[src/design/rrss_pkg.sv]
// Shared types and constants of the resultant rhythm step sequencer.
package rrss_pkg;

   localparam int LevelWidth   = 16;
   localparam int JumpWidth    = 16;
   localparam int CntWidth     = 12;
   localparam int GenWidth     = 6;
   localparam int DvdWidth     = 16;
   localparam int IterWidth    = $clog2(DvdWidth);
   localparam int CsrAddrWidth = 2;
   localparam int CsrDataWidth = 6;
   localparam int ReqDataWidth = 40;
   localparam int RspDataWidth = 80;

   localparam logic [IterWidth-1:0] IterLast = IterWidth'(DvdWidth - 1);
   localparam logic [CntWidth-1:0]  CntMax   = {CntWidth{1'b1}};

   typedef enum logic [CsrAddrWidth-1:0] {
      CSR_PATTERN = 2'd0,
      CSR_GEN_A   = 2'd1,
      CSR_GEN_B   = 2'd2
   } csr_index_type;

   typedef enum logic [1:0] {
      MOD_STEPS = 2'd0,
      MOD_PER_A = 2'd1,
      MOD_PER_B = 2'd2
   } mod_src_type;

   typedef struct packed {
      logic        capture;
      logic        start;
      mod_src_type sel;
      logic        step;
      logic        save_cnt;
      logic        save_a;
      logic        load_out;
   } dp_cmd_type;

   typedef struct packed {
      logic mod_done;
   } dp_status_type;

endpackage

[src/design/resultant_rhythm_step_sequencer_unit.sv]
// Top level of the resultant rhythm step sequencer.
// Each req transaction runs three modulo passes before its result reaches rsp_tvalid.
// A new item is taken only once the last is done: one shared bit-serial modulo unit.
// A finished result waits in the output register while the next item is taken.
// Reset (synchronous, active high) clears the step counter, the previous jump,
// the configuration registers and the handshake state.
module resultant_rhythm_step_sequencer_unit #(
   parameter int MAX_STEPS = 4096
) (
   input  logic                                 clock,
   input  logic                                 reset,
   input  logic                                 csr_we,
   input  logic [rrss_pkg::CsrAddrWidth-1:0]    csr_addr,
   input  logic [rrss_pkg::CsrDataWidth-1:0]    csr_wdata,
   input  logic                                 req_tvalid,
   output logic                                 req_tready,
   // click_level[15:0], reset_click[16], jump_step[32:17], zero fill[39:33]
   input  logic [rrss_pkg::ReqDataWidth-1:0]    req_tdata,
   output logic                                 rsp_tvalid,
   input  logic                                 rsp_tready,
   // resultant_out[15:0], gen_a_out[31:16], gen_b_out[47:32], level_through[63:48],
   // cycle_pulse[64], step_number[76:65], zero fill[79:77]
   output logic [rrss_pkg::RspDataWidth-1:0]    rsp_tdata
);

   rrss_pkg::dp_cmd_type    cmd;
   rrss_pkg::dp_status_type status;

   rrss_ctrl u_ctrl (
      .clock      (clock),
      .reset      (reset),
      .req_tvalid (req_tvalid),
      .req_tready (req_tready),
      .rsp_tvalid (rsp_tvalid),
      .rsp_tready (rsp_tready),
      .cmd        (cmd),
      .status     (status)
   );

   rrss_datapath #(
      .MAX_STEPS (MAX_STEPS)
   ) u_datapath (
      .clock     (clock),
      .reset     (reset),
      .csr_we    (csr_we),
      .csr_addr  (csr_addr),
      .csr_wdata (csr_wdata),
      .req_tdata (req_tdata),
      .rsp_tdata (rsp_tdata),
      .cmd       (cmd),
      .status    (status)
   );

endmodule

[src/design/rrss_ctrl.sv]
// Sequencing controller: handshakes and the order of the three modulo passes.
module rrss_ctrl (
   input  logic                  clock,
   input  logic                  reset,
   input  logic                  req_tvalid,
   output logic                  req_tready,
   output logic                  rsp_tvalid,
   input  logic                  rsp_tready,
   output rrss_pkg::dp_cmd_type  cmd,
   input  rrss_pkg::dp_status_type status
);

   typedef enum logic [2:0] {
      ST_IDLE,
      ST_START_CNT,
      ST_RUN_CNT,
      ST_START_A,
      ST_RUN_A,
      ST_START_B,
      ST_RUN_B,
      ST_OUT
   } state_type;

   state_type state_ff, state_in;
   logic      rsp_valid_ff, rsp_valid_in;
   logic      slot_free;

   assign req_tready = (state_ff == ST_IDLE);
   assign rsp_tvalid = rsp_valid_ff;
   assign slot_free  = !rsp_valid_ff || rsp_tready;

   always_comb begin
      cmd          = '0;
      cmd.sel      = rrss_pkg::MOD_STEPS;
      state_in     = state_ff;
      rsp_valid_in = rsp_valid_ff && !rsp_tready;
      unique case (state_ff)
         ST_IDLE: begin
            if (req_tvalid) begin
               cmd.capture = 1'b1;
               state_in    = ST_START_CNT;
            end
         end
         ST_START_CNT: begin
            cmd.start = 1'b1;
            cmd.sel   = rrss_pkg::MOD_STEPS;
            state_in  = ST_RUN_CNT;
         end
         ST_RUN_CNT: begin
            cmd.step = 1'b1;
            if (status.mod_done) state_in = ST_START_A;
         end
         ST_START_A: begin
            cmd.start    = 1'b1;
            cmd.sel      = rrss_pkg::MOD_PER_A;
            cmd.save_cnt = 1'b1;
            state_in     = ST_RUN_A;
         end
         ST_RUN_A: begin
            cmd.step = 1'b1;
            if (status.mod_done) state_in = ST_START_B;
         end
         ST_START_B: begin
            cmd.start  = 1'b1;
            cmd.sel    = rrss_pkg::MOD_PER_B;
            cmd.save_a = 1'b1;
            state_in   = ST_RUN_B;
         end
         ST_RUN_B: begin
            cmd.step = 1'b1;
            if (status.mod_done) state_in = ST_OUT;
         end
         ST_OUT: begin
            if (slot_free) begin
               cmd.load_out = 1'b1;
               rsp_valid_in = 1'b1;
               state_in     = ST_IDLE;
            end
         end
         default: state_in = ST_IDLE;
      endcase
   end

   always_ff @(posedge clock) begin
      if (reset) begin
         state_ff     <= ST_IDLE;
         rsp_valid_ff <= 1'b0;
      end else begin
         state_ff     <= state_in;
         rsp_valid_ff <= rsp_valid_in;
      end
   end

endmodule

[src/design/rrss_datapath.sv]
// Datapath: configuration, step counter, shared restoring modulo unit, result register.
module rrss_datapath #(
   parameter int MAX_STEPS = 4096
) (
   input  logic                                   clock,
   input  logic                                   reset,
   input  logic                                   csr_we,
   input  logic [rrss_pkg::CsrAddrWidth-1:0]      csr_addr,
   input  logic [rrss_pkg::CsrDataWidth-1:0]      csr_wdata,
   input  logic [rrss_pkg::ReqDataWidth-1:0]      req_tdata,
   output logic [rrss_pkg::RspDataWidth-1:0]      rsp_tdata,
   input  rrss_pkg::dp_cmd_type                   cmd,
   output rrss_pkg::dp_status_type                status
);

   localparam logic [rrss_pkg::CntWidth-1:0] SatSteps =
      (MAX_STEPS > int'(rrss_pkg::CntMax)) ? rrss_pkg::CntMax
                                           : rrss_pkg::CntWidth'(MAX_STEPS);

   logic                               pattern_ff;
   logic [rrss_pkg::GenWidth-1:0]      gen_a_ff, gen_b_ff;
   logic [rrss_pkg::LevelWidth-1:0]    level_ff;
   logic                               rst_ff;
   logic [rrss_pkg::JumpWidth-1:0]     jump_ff;
   logic [rrss_pkg::CntWidth-1:0]      cnt_ff;
   logic [rrss_pkg::JumpWidth-1:0]     prev_jump_ff;
   logic [rrss_pkg::DvdWidth-1:0]      dvd_ff, dvd_in;
   logic [rrss_pkg::CntWidth-1:0]      div_ff, div_in;
   logic [rrss_pkg::CntWidth-1:0]      rem_ff;
   logic [rrss_pkg::IterWidth-1:0]     iter_ff;
   logic                               bit_a_ff;
   logic [rrss_pkg::RspDataWidth-1:0]  out_ff;

   logic [rrss_pkg::GenWidth-1:0]      per_a, per_b;
   logic [rrss_pkg::CntWidth-1:0]      prod, steps;
   logic                               positive, jump_new;
   logic [rrss_pkg::CntWidth:0]        cnt_inc;
   logic [rrss_pkg::CntWidth:0]        trial, diff;
   logic [rrss_pkg::CntWidth-1:0]      rem_next;
   logic                               ab, bb;
   logic [rrss_pkg::LevelWidth-1:0]    out_a, out_b, out_r;
   logic                               pulse;

   assign per_a    = (gen_a_ff == '0) ? rrss_pkg::GenWidth'(1) : gen_a_ff;
   assign per_b    = (gen_b_ff == '0) ? rrss_pkg::GenWidth'(1) : gen_b_ff;
   assign prod     = rrss_pkg::CntWidth'(per_a) * rrss_pkg::CntWidth'(per_b);
   assign steps    = !pattern_ff ? rrss_pkg::CntWidth'(1)
                   : (prod > SatSteps) ? SatSteps : prod;

   assign positive = (level_ff != '0) && !level_ff[rrss_pkg::LevelWidth-1];
   assign jump_new = (jump_ff != '0) && (jump_ff != prev_jump_ff);
   assign cnt_inc  = {1'b0, cnt_ff} + (rrss_pkg::CntWidth+1)'(positive);

   always_comb begin
      dvd_in = '0;
      div_in = steps;
      case (cmd.sel)
         rrss_pkg::MOD_STEPS: begin
            div_in = steps;
            if (jump_new)    dvd_in = jump_ff - rrss_pkg::JumpWidth'(1);
            else if (rst_ff) dvd_in = '0;
            else             dvd_in = rrss_pkg::DvdWidth'(cnt_inc);
         end
         rrss_pkg::MOD_PER_A: begin
            div_in = rrss_pkg::CntWidth'(per_a);
            dvd_in = rrss_pkg::DvdWidth'(rem_ff);
         end
         rrss_pkg::MOD_PER_B: begin
            div_in = rrss_pkg::CntWidth'(per_b);
            dvd_in = rrss_pkg::DvdWidth'(cnt_ff);
         end
         default: begin
            div_in = steps;
            dvd_in = '0;
         end
      endcase
   end

   assign trial    = {rem_ff, dvd_ff[rrss_pkg::DvdWidth-1]};
   assign diff     = trial - {1'b0, div_ff};
   assign rem_next = (trial >= {1'b0, div_ff}) ? diff[rrss_pkg::CntWidth-1:0]
                                               : trial[rrss_pkg::CntWidth-1:0];
   assign status.mod_done = cmd.step && (iter_ff == rrss_pkg::IterLast);

   assign ab    = pattern_ff && bit_a_ff;
   assign bb    = pattern_ff && (rem_ff == '0);
   assign out_a = ab ? level_ff : '0;
   assign out_b = bb ? level_ff : '0;
   assign out_r = (ab || bb) ? level_ff : '0;
   assign pulse = (cnt_ff == '0) && (level_ff != '0);

   always_ff @(posedge clock) begin
      if (reset) begin
         pattern_ff   <= 1'b0;
         gen_a_ff     <= '0;
         gen_b_ff     <= '0;
         cnt_ff       <= '0;
         prev_jump_ff <= '0;
         iter_ff      <= '0;
      end else begin
         if (csr_we) begin
            unique case (csr_addr)
               rrss_pkg::CSR_PATTERN: pattern_ff <= csr_wdata[0];
               rrss_pkg::CSR_GEN_A:   gen_a_ff   <= csr_wdata[rrss_pkg::GenWidth-1:0];
               rrss_pkg::CSR_GEN_B:   gen_b_ff   <= csr_wdata[rrss_pkg::GenWidth-1:0];
               default: ;
            endcase
         end
         if (cmd.save_cnt) begin
            cnt_ff       <= rem_ff;
            prev_jump_ff <= jump_ff;
         end
         if (cmd.start)     iter_ff <= '0;
         else if (cmd.step) iter_ff <= iter_ff + rrss_pkg::IterWidth'(1);
      end
   end

   always_ff @(posedge clock) begin
      if (cmd.capture) begin
         level_ff <= req_tdata[15:0];
         rst_ff   <= req_tdata[16];
         jump_ff  <= req_tdata[32:17];
      end
      if (cmd.start) begin
         dvd_ff <= dvd_in;
         div_ff <= div_in;
         rem_ff <= '0;
      end else if (cmd.step) begin
         dvd_ff <= {dvd_ff[rrss_pkg::DvdWidth-2:0], 1'b0};
         rem_ff <= rem_next;
      end
      if (cmd.save_a) bit_a_ff <= (rem_ff == '0);
      if (cmd.load_out) out_ff <= {3'd0, cnt_ff, pulse, level_ff, out_b, out_a, out_r};
   end

   assign rsp_tdata = out_ff;

endmodule

[config.mk]
export PLATFORM = sky130hd
export DESIGN_NAME = resultant_rhythm_step_sequencer_unit
export DESIGN_NICKNAME = d
export VERILOG_FILES = /design/src/design/rrss_pkg.sv /design/src/design/resultant_rhythm_step_sequencer_unit.sv /design/src/design/rrss_ctrl.sv /design/src/design/rrss_datapath.sv
export SDC_FILE = /design/constraint.sdc
export NUM_CORES = 1
export LEC_CHECK = 0
export BUFFER_PORTS_ARGS = -buffer_cell sky130_fd_sc_hd__clkbuf_2
export CAP_MARGIN = 40
export CORE_MARGIN = 2
export CORE_UTILIZATION = 50
export CTS_CLUSTER_SIZE = 30
export DETAILED_ROUTE_END_ITERATION = 7
export PLACE_DENSITY = 0.71
export SLEW_MARGIN = 20
export SYNTH_ARGS = -nofsm -noshare
export SYNTH_HDL_FRONTEND = slang
export SYNTH_SLANG_ARGS = --single-unit
[constraint.sdc]
create_clock -name clock -period 13.9 [get_ports clock]
set_input_delay 0.695 -clock clock [delete_from_list [all_inputs] [get_ports clock]]
set_output_delay 0.695 -clock clock [all_outputs]
set_load 0.01 [all_outputs]
; ---- After elaboration in Yosys (flattened, before gate mapping)
; Cells that the tools add are included.
[totals]
romBits = 0
elab_cells = 99
n_memories = 0
latchBits = 0
mem_bits_rw = 0
inputBits = 53
out_inout_bits = 82
reg_bits = 200
[op_classes]
order_cmp = 2
n_addsub = 4
mux = 27
mul = 1
shift = 0
reduce_logical = 28
div_mod_pow = 0
n_bitwise = 0
n_eq_ne = 18
[op_table]
columns = cell, n
row1 = two-way mux 16 bit, 3
row2 = one-hot mux 16 bit (3 select lines), 1
row3 = two-way mux 12 bit, 3
row4 = nonzero test 16 bit, 2
row5 = logical NOT 12 bit, 2
row6 = one-hot mux 12 bit (2 select lines), 1
row7 = one-hot mux 3 bit (8 select lines), 1
row8 = inequality test 16 bit, 1
row9 = "subtractor 16 x 1 -> 16 bit, second input constant", 1
row10 = two-way mux 3 bit, 5
row11 = adder 12 x 1 -> 13 bit, 1
row12 = >= comparator 13 x 12 -> 1 bit, 1
row13 = two-way mux 13 bit, 1
row14 = "equality test 3 bit, second input constant", 4
row15 = "> comparator 12 bit, second input constant", 1
row16 = logical NOT 6 bit, 2
row17 = multiplier 6 x 6 -> 12 bit, 1
row18 = two-way mux 6 bit, 2
row19 = subtractor 12 bit, 1
row20 = two-way mux 1 bit, 9
row21 = one-hot mux 3 bit (3 select lines), 1
row22 = "inequality test 2 bit, second input constant", 4
row23 = logical AND 1 bit, 7
row24 = "equality test 3 x 2 -> 1 bit, second input constant", 2
row25 = other kinds (15), 23

; ---- Longest topological paths before layout
; Gate-level depths: netlist of the first run.
[depth]
depth_word = 7
depth_mapped = 17
depth_no_buf = 16

; ---- By module
; A second synthesis of the first run with hierarchy kept.
[hier_totals]
hier_cells = 923
hier_area_um2 = 10292.4
[modules_own_cells]
columns = mod, instances, area_each_um2, cells_each, seq_area_each_um2
row1 = rrss_datapath, 1, 10062.2, 891, 5315.1
row2 = rrss_ctrl, 1, 230.2, 32, 80.1

; ---- Least setup slack after synthesis of the first run
; OpenSTA, ideal clock, no wires.
[synth_path]
path_type = input port to flip-flop
from = input port rsp_tready
to = register u_datapath.out_ff, in the netlist u_datapath.rsp_tdata[0] (enable)
t_arrival_ns = 4.248
n_path_buf = 0
cell_stages = 2
required_time_ns = 13.379
slack_ns = 9.131
setup_ns = 0.521
cell_sequence = nand2b_1 -> nor2b_1
[synth_rtl]
columns = element, line
row1 = start: declaration, resultant_rhythm_step_sequencer_unit.sv:20  ; input logic rsp_tready,
row2 = end signal: assignment, rrss_datapath.sv:133  ; if (cmd.load_out) out_ff <= {3'd0, cnt_ff, pulse, level_ff, out_b, out_a, out_r};
row3 = end: declaration, rrss_datapath.sv:32  ; logic [rrss_pkg::RspDataWidth-1:0] out_ff;

; ---- Worst setup path in the final report of the first run
[layout_path]
from = register u_datapath.gen_a_ff[3] in the netlist's numbering
to = register u_datapath.div_ff[10] in the netlist's numbering (data pin)
[layout_between]
elab_chain_len = 7
[layout_lines]
columns = element, line
row1 = start: declaration, rrss_datapath.sv:21  ; logic [rrss_pkg::GenWidth-1:0] gen_a_ff, gen_b_ff;
row2 = start signal: assignment, rrss_datapath.sv:104  ; rrss_pkg::CSR_GEN_A: gen_a_ff <= csr_wdata[rrss_pkg::GenWidth-1:0];
row3 = logical NOT 6 bit, rrss_datapath.sv:44  ; assign per_a = (gen_a_ff == '0) ? rrss_pkg::GenWidth'(1) : gen_a_ff;
row4 = two-way mux 6 bit *, rrss_datapath.sv:44
row5 = multiplier 6 x 6 -> 12 bit *, rrss_datapath.sv:46  ; assign prod = rrss_pkg::CntWidth'(per_a) * rrss_pkg::CntWidth'(per_b);
row6 = > comparator 12 bit, rrss_datapath.sv:48  ; : (prod > SatSteps) ? SatSteps : prod;
row7 = two-way mux 12 bit *, rrss_datapath.sv:48
row8 = two-way mux 12 bit *, rrss_datapath.sv:47  ; assign steps = !pattern_ff ? rrss_pkg::CntWidth'(1)
row9 = one-hot mux 12 bit (2 select lines) *, rrss_datapath.sv:57  ; case (cmd.sel)
row10 = "net u_datapath.div_in, one bit", rrss_datapath.sv:28  ; logic [rrss_pkg::CntWidth-1:0] div_ff, div_in;
row11 = end signal: assignment, rrss_datapath.sv:126  ; div_ff <= div_in;
row12 = end: declaration, rrss_datapath.sv:28
; Mark *: on every way through the listed nets, which the timed path passes. The rest lies on a longest branch.
; A chain may end at the register's enable or synchronous reset.

==> results.toml, run 1 <==
[run_status]
status = "finished clean"

[worst_setup_path]
critPathRequiredTime_ns = 14.08
cp_slowest_stage_delay_ns = 0.54
cp_max_fo = 9
cp-start-kind = "flip-flop"
path_buf_inv = 1
r2r_end = "u_datapath.div_ff[10]"
arrival_ns = 4.40
cp-end-kind = "flip-flop"
crit_type = "flip-flop to flip-flop"
worstReg2RegStart = "u_datapath.gen_a_ff[3]"
crit_top_cell = "fa_1"
crit_chain = "nor3_1, a21oi_1, nand2b_1, fa_1, fa_1, fa_1, inv_1, ha_1, a21oi_1, o21ai_0, o211ai_1, xor2_1, nor2_1"
slowest_stage = "fa_1"
ff2ff_path_depth = 13
critPathTopFamily = "adder cells"
rrSetupSlack_ns = 9.68

[final_layout]
finalNetCount = 1168
fin_util = 0.581
syn2layout_area_growth_pct = 14.2
layout_common_cells = "edfxtp_1 (139), clkbuf_2 (124), nand2_1 (110), inv_1 (61), dfxtp_1 (61)"
layoutNonFillerInstCount = 1339
layout-drive-gt1-share = 0.185
design_area_sq_um = 11800
diodes = 0
multi_input_area_sq_um = 4450
fillers = 1708
regArea_sq_um = 5400
final_common_cell = "edfxtp_1"

[clock_network]
cts_setup_buffers = 0
hold_buffers = 0
cts_sinks = 200
ctsResizeCount = 0
htreeDepth = 4
cts_root_buf = "clkbuf_16"
clk_pin_slew_ns = 0.08
cts_tree = "done"
cts.path.max_buffers = 2
numCtsBuffers = 17
clk_latency_ns = 0.44

[floorplanning]
num_rows = 52
die_h_um = 148
die_width_um = 148
die-area_sq_um = 21800
core-area_sq_um = 20200
floorplan.initialDensity = 0.509
io_pins = 135

[logic_synthesis]
synth-seq-cells = 200
synth_edf_count = 139
avgSynthCellArea_sq_um = 10.8
synthFlopType = "edfxtp_1"
synth_seq_area_share = 0.524
yosysWarnings = 0
synth_area_sq_um = 10300
synth.distinct_cells = 65
async_flop_share = 0
synth_cells = 958

[drt]
wire_per_inst_um = 16.0
via_per_inst = 5.46
drtAntennaViolNets = 0
drt_wl_total_mm = 21.4
drtIter0Drc = 598
dr.pass1.iters = 5
drc = 0
vias = 7315

[sta]
period_needed_ns = 4.22
setup_viol = 0
final.setup.tns_ns = 0
worstMarginPinSlew_ns = 0.815
fin_hold_ws_ns = 0.428
rsz0062_at_grt = "false"
slew-limit-headroom = 0.455
drv_slew = 0
layout_setup_ws_ns = 9.68
fin_crit_sh = 0.304
fin_skew_ns = 0.0135
timing.fmax_mhz = 237
timing.final.hold_violations = 0

[placed_design]
dpl.hpwl_mm = 15.2
place_congestion = 0.881
place_inst = 1307
pre_cts_slack_ns = 9.67
placed_cell_area_sq_um = 11100
numPortBuffers = 124

[power_and_ir_drop]
vdd_ir_drop_max_v = 0.000157
p_total_mw = 1.93
p_per_area_nw_per_um2 = 164
p_leak_nw = 4.80

[min_path]
min-delay-start = "req_tdata[23]"
whs_path_depth = 1
hold_path.class = "input port to flip-flop"
worstHoldEndpoint = "u_datapath.jump_ff[6]"

[global_route]
grt_max_degree = 58
track_usage = 0.199
first_global_vias = 6610
antenna_found_initial = 0
grt_pass1_wl_mm = 34.4
overflow = 0

[flow_run]
cap_viol_max_count = 0
power by group:
| part | internal, mW | total (mW) | switching [mW] |
|---|---|---|---|
| clock | 0.243 | 0.488 | 0.244 |
| sequential | 0.764 | 0.861 | 0.0978 |
| combinational | 0.228 | 0.577 | 0.349 |
worst register-to-register path: stages, from the launching register on:
cell and delay (ns):
dfxtp_1 0.51, nor3_1 0.08, a21oi_1 0.49, nand2b_1 0.21, fa_1 0.42, fa_1 0.52
fa_1 0.54, inv_1 0.04, ha_1 0.32, a21oi_1 0.21, o21ai_0 0.18, o211ai_1 0.22
xor2_1 0.17, nor2_1 0.05
cells in the mapped netlist (8+ instances only):
library cell,count,area [sq um]
nor2b_1,16,100
o21ai_1,8,40.0
o21ai_0,21,105
a21oi_1,59,295
nand4_1,8,50.1
and2_1,16,100
fa_1,18,360
dfxtp_1,61,1220
inv_1,61,229
or2_2,19,119
edfxtp_1,139,4170
ha_1,40,500
nor4_1,16,100
o221ai_1,8,70.1
nand2b_1,8,50.1
xnor2_1,18,158
nand3_1,10,50.1
mux2i_1,37,370
and3_1,36,225
nand2_1,110,413
nor2_1,59,221
xor2_1,31,272
nor3_1,15,75.1
clkbuf_1,43,161
per-layer routing:
layer  vias up  GRT usage  part of all wire
met5         -          0                 0
met4         0     0.0423             0.010
met3        21     0.0383             0.069
met2       269      0.316              0.46
met1      3420      0.286              0.46
li1       3605          -                 -
cell type report:
| type | count | area share |
|---|---|---|
| clock inverter | 14 | 0.0153 |
| tap | 270 | 0.0287 |
| inverter | 62 | 0.0198 |
| multi-input combinational | 644 | 0.378 |
| sequential | 200 | 0.459 |
| timing repair buffer | 132 | 0.0629 |
| clock buffer | 17 | 0.0362 |
state kept, by name (all words and copies together) (netlist names):
register and cells:
u_ctrl.rsp_tvalid 1, u_ctrl.state_ff 3, u_datapath.bit_a_ff 1, u_datapath.cnt_ff 12, u_datapath.div_ff 12, u_datapath.dvd_ff 16, u_datapath.gen_a_ff 6, u_datapath.gen_b_ff 6
u_datapath.iter_ff 4, u_datapath.jump_ff 16, u_datapath.level_ff 16, u_datapath.pattern_ff 1, u_datapath.prev_jump_ff 16, u_datapath.rem_ff 12, u_datapath.rsp_tdata 77, u_datapath.rst_ff 1
cell families (layout without fill, tap and decap cells):
kind of cell             Yosys count  in the layout  share of synthesized area
buffers and inverters            116            225                     0.0462
XOR/XNOR                          49             49                     0.0417
AO/OA/AOI/OAI                    151            151                     0.0933
adder cells (fa/ha/maj)           58             58                     0.0836
other                              1              3                   0.000364
AND/OR/NAND/NOR                  339            339                      0.168
flip-flops                       200            200                      0.524
multiplexers                      44             44                     0.0436
worst max path at each step:
| stage | start | endpoint | slack, ns | cells past startpoint |
|---|---|---|---|---|
| floorplan | rsp_tready | u_datapath.rsp_tdata[0] | 9.13 | 2 |
| global placement | u_datapath.gen_a_ff[1] | u_datapath.div_ff[11] | 9.66 | 14 |
| detailed placement | u_datapath.gen_a_ff[3] | u_datapath.div_ff[10] | 9.67 | 13 |
| CTS | u_datapath.gen_a_ff[3] | u_datapath.div_ff[10] | 9.65 | 13 |
| global route | u_datapath.gen_a_ff[3] | u_datapath.div_ff[11] | 9.38 | 14 |
| finish | u_datapath.gen_a_ff[3] | u_datapath.div_ff[10] | 9.68 | 13 |
(Power assumes the default switching activity.)
==> run 2: changes to the inputs <==
- ABC_AREA: default -> 1
- PLACE_DENSITY: 0.71 -> 0.73
- clock period: 13.9 -> 3.5 ns (I/O delays scaled with it)
==> results.toml, run 2 <==
[drt]
wire_per_inst_um = 13.8
drt_wl_total_mm = 22.6
drc = 0
vias = 8304
drtAntennaViolNets = 0
via_per_inst = 5.07
dr.pass1.iters = 5
drtIter0Drc = 680

[final_layout]
final_common_cell = "nand2_1"
layout_common_cells = "nand2_1 (254), inv_1 (173), nor2_1 (139), edfxtp_1 (139), clkbuf_2 (124)"
syn2layout_area_growth_pct = 21.1
largest_reg_flops = 77
layoutNonFillerInstCount = 1638
diodes = 0
layout-drive-gt1-share = 0.181
finalNetCount = 1466

[sta]
fin_skew_ns = 0.00927
setup_viol = 0
fin_crit_sh = 0.999
worstMarginPinSlew_ns = 0.804
timing.fmax_mhz = 286
slew-limit-headroom = 0.463
drv_slew = 0
period_needed_ns = 3.50
timing.final.hold_violations = 0
layout_setup_ws_ns = 0.00476
rsz0062_at_grt = "true"

[placed_design]
dpl.hpwl_mm = 16.5
place_inst = 1569
pre_cts_slack_ns = -0.0817
place_congestion = 0.912
numPortBuffers = 124

[floorplanning]
core-area_sq_um = 20300
die_h_um = 148
die-area_sq_um = 22000
floorplan.initialDensity = 0.513
die_width_um = 148
num_rows = 52
io_pins = 135

[min_path]
hold_path.class = "input port to flip-flop"

[clock_network]
cts_sinks = 200
htreeDepth = 4
clk_latency_ns = 0.44
numCtsBuffers = 17
cts_root_buf = "clkbuf_16"
cts_tree = "done"
cts.path.max_buffers = 2
clk_pin_slew_ns = 0.08

[logic_synthesis]
synth_common_cells = "nand2_1 (257), inv_1 (176), nor2_1 (141)"
synth_edf_count = 139
synth-seq-cells = 200
async_flop_share = 0
synthFlopType = "edfxtp_1"
synth_top_cell_by_area = "edfxtp_1"
synth_area_sq_um = 10400
synth_seq_area_share = 0.518
yosysWarnings = 0
synth_top_area_frac = 0.401
synth.distinct_cells = 46
synth_most_common_cell = "nand2_1"
avgSynthCellArea_sq_um = 8.86
synth_area_leaders = "edfxtp_1 (40%), dfxtp_1 (12%), nand2_1 (9.3%)"
synth_cells = 1175

[power_and_ir_drop]
p_total_mw = 8.34
vdd_ir_drop_max_v = 0.000543
p_leak_nw = 5.61
p_per_area_nw_per_um2 = 662

[worst_setup_path]
critPathRequiredTime_ns = 3.69
crit_type = "flip-flop to flip-flop"
arrival_ns = 3.69
cp-end-kind = "flip-flop"
cp_max_fo = 4
cp-start-kind = "flip-flop"

[global_route]
first_global_vias = 7897
grt_max_degree = 62
grtUsageMet1 = 0.294
antenna_found_initial = 0
grt_most_used_layer = "met2"
track_usage = 0.213
overflow = 0
grt_pass1_wl_mm = 37.6
grtUsageMet3 = 0.0322
met2_usage = 0.353

[flow_run]
cap_viol_max_count = 0

[run_status]
status = "finished clean"
==> run 2: layout make-up <==
cell class	instances	area, sq um
clock buffers	17	425
clock inverters	15	244
fillers	1662	7700
inverters	184	691
multi-input cells	761	4270
flip-flops and latches	200	5400
well taps	270	338
repair buffers	191	1230
==> run 2: through the flow <==
stage          TNS [ns]  cell area (sq um)  utilization  hold slack [ns]
2_1_floorplan         0              10400            -            0.244
4_1_cts               0              12500        0.617           0.0189
5_1_grt          -0.491              12600        0.621           0.0520
6_report              0              12600        0.621           0.0271
3_5_place_dp     -0.172              11500        0.565            0.354
3_3_place_gp    -0.0457              11400        0.564            0.352
==> run 2: final timing paths <==
kind | startpoint | end | slack, ns | depth (start not counted)
worst max-delay path | u_datapath.gen_b_ff[5] | u_datapath.div_ff[9] | 0.005 | 18
worst min-delay path | csr_wdata[2] | u_datapath.gen_a_ff[2] | 0.03 | 3
worst max register to register | u_datapath.gen_b_ff[5] | u_datapath.div_ff[9] | 0.005 | 18
worst min register to register | u_datapath.level_ff[13] | u_datapath.rsp_tdata[61] | 0.46 | 0
==> run 2: power by group <==
part / internal [mW] / switching, mW
clock: 1.13 / 1.02
combinational: 0.933 / 1.85
sequential: 3.12 / 0.287
total: 5.18 / 3.16
==> run 2: worst max-delay path, stage by stage (launching register included) <==
cell and delay [ns]:
dfxtp_2 0.34, nor3_2 0.20, nand3_1 0.12, nand2_2 0.10
inv_2 0.06, nor2_4 0.10, fa_1 0.40, inv_1 0.08
fa_2 0.43, fa_1 0.50, inv_2 0.05, ha_4 0.28
nand2_2 0.06, o21ai_2 0.16, nand2_1 0.07, nand2_1 0.08
a21oi_2 0.06, o21ai_1 0.11, a21oi_1 0.05
==> run 2: metal layers <==
metal | vias up | part of all wire
met1 | 3790 | 0.45
met2 | 279 | 0.47
li1 | 4207 | -
met3 | 28 | 0.065
met5 | - | 0
met4 | 0 | 0.016
==> run 2: kinds of logic after synthesis <==
logic type               share of synthesized area
XOR/XNOR                                    0.0160
flip-flops                                   0.518
buffers and inverters                       0.0830
other                                     0.000360
AO/OA/AOI/OAI                               0.0790
adder cells (fa/ha/maj)                     0.0827
AND/OR/NAND/NOR                              0.221
==> run 2: what timing repair did <==
item                                   in CTS  in global routing
buffers inserted                            2                  0
setup endpoints to repair                   3                  6
gates resized for setup                     8                 19
hold buffers                               35                  0
endpoints found under the hold margin      35                  0
pin swaps                                   9                 21
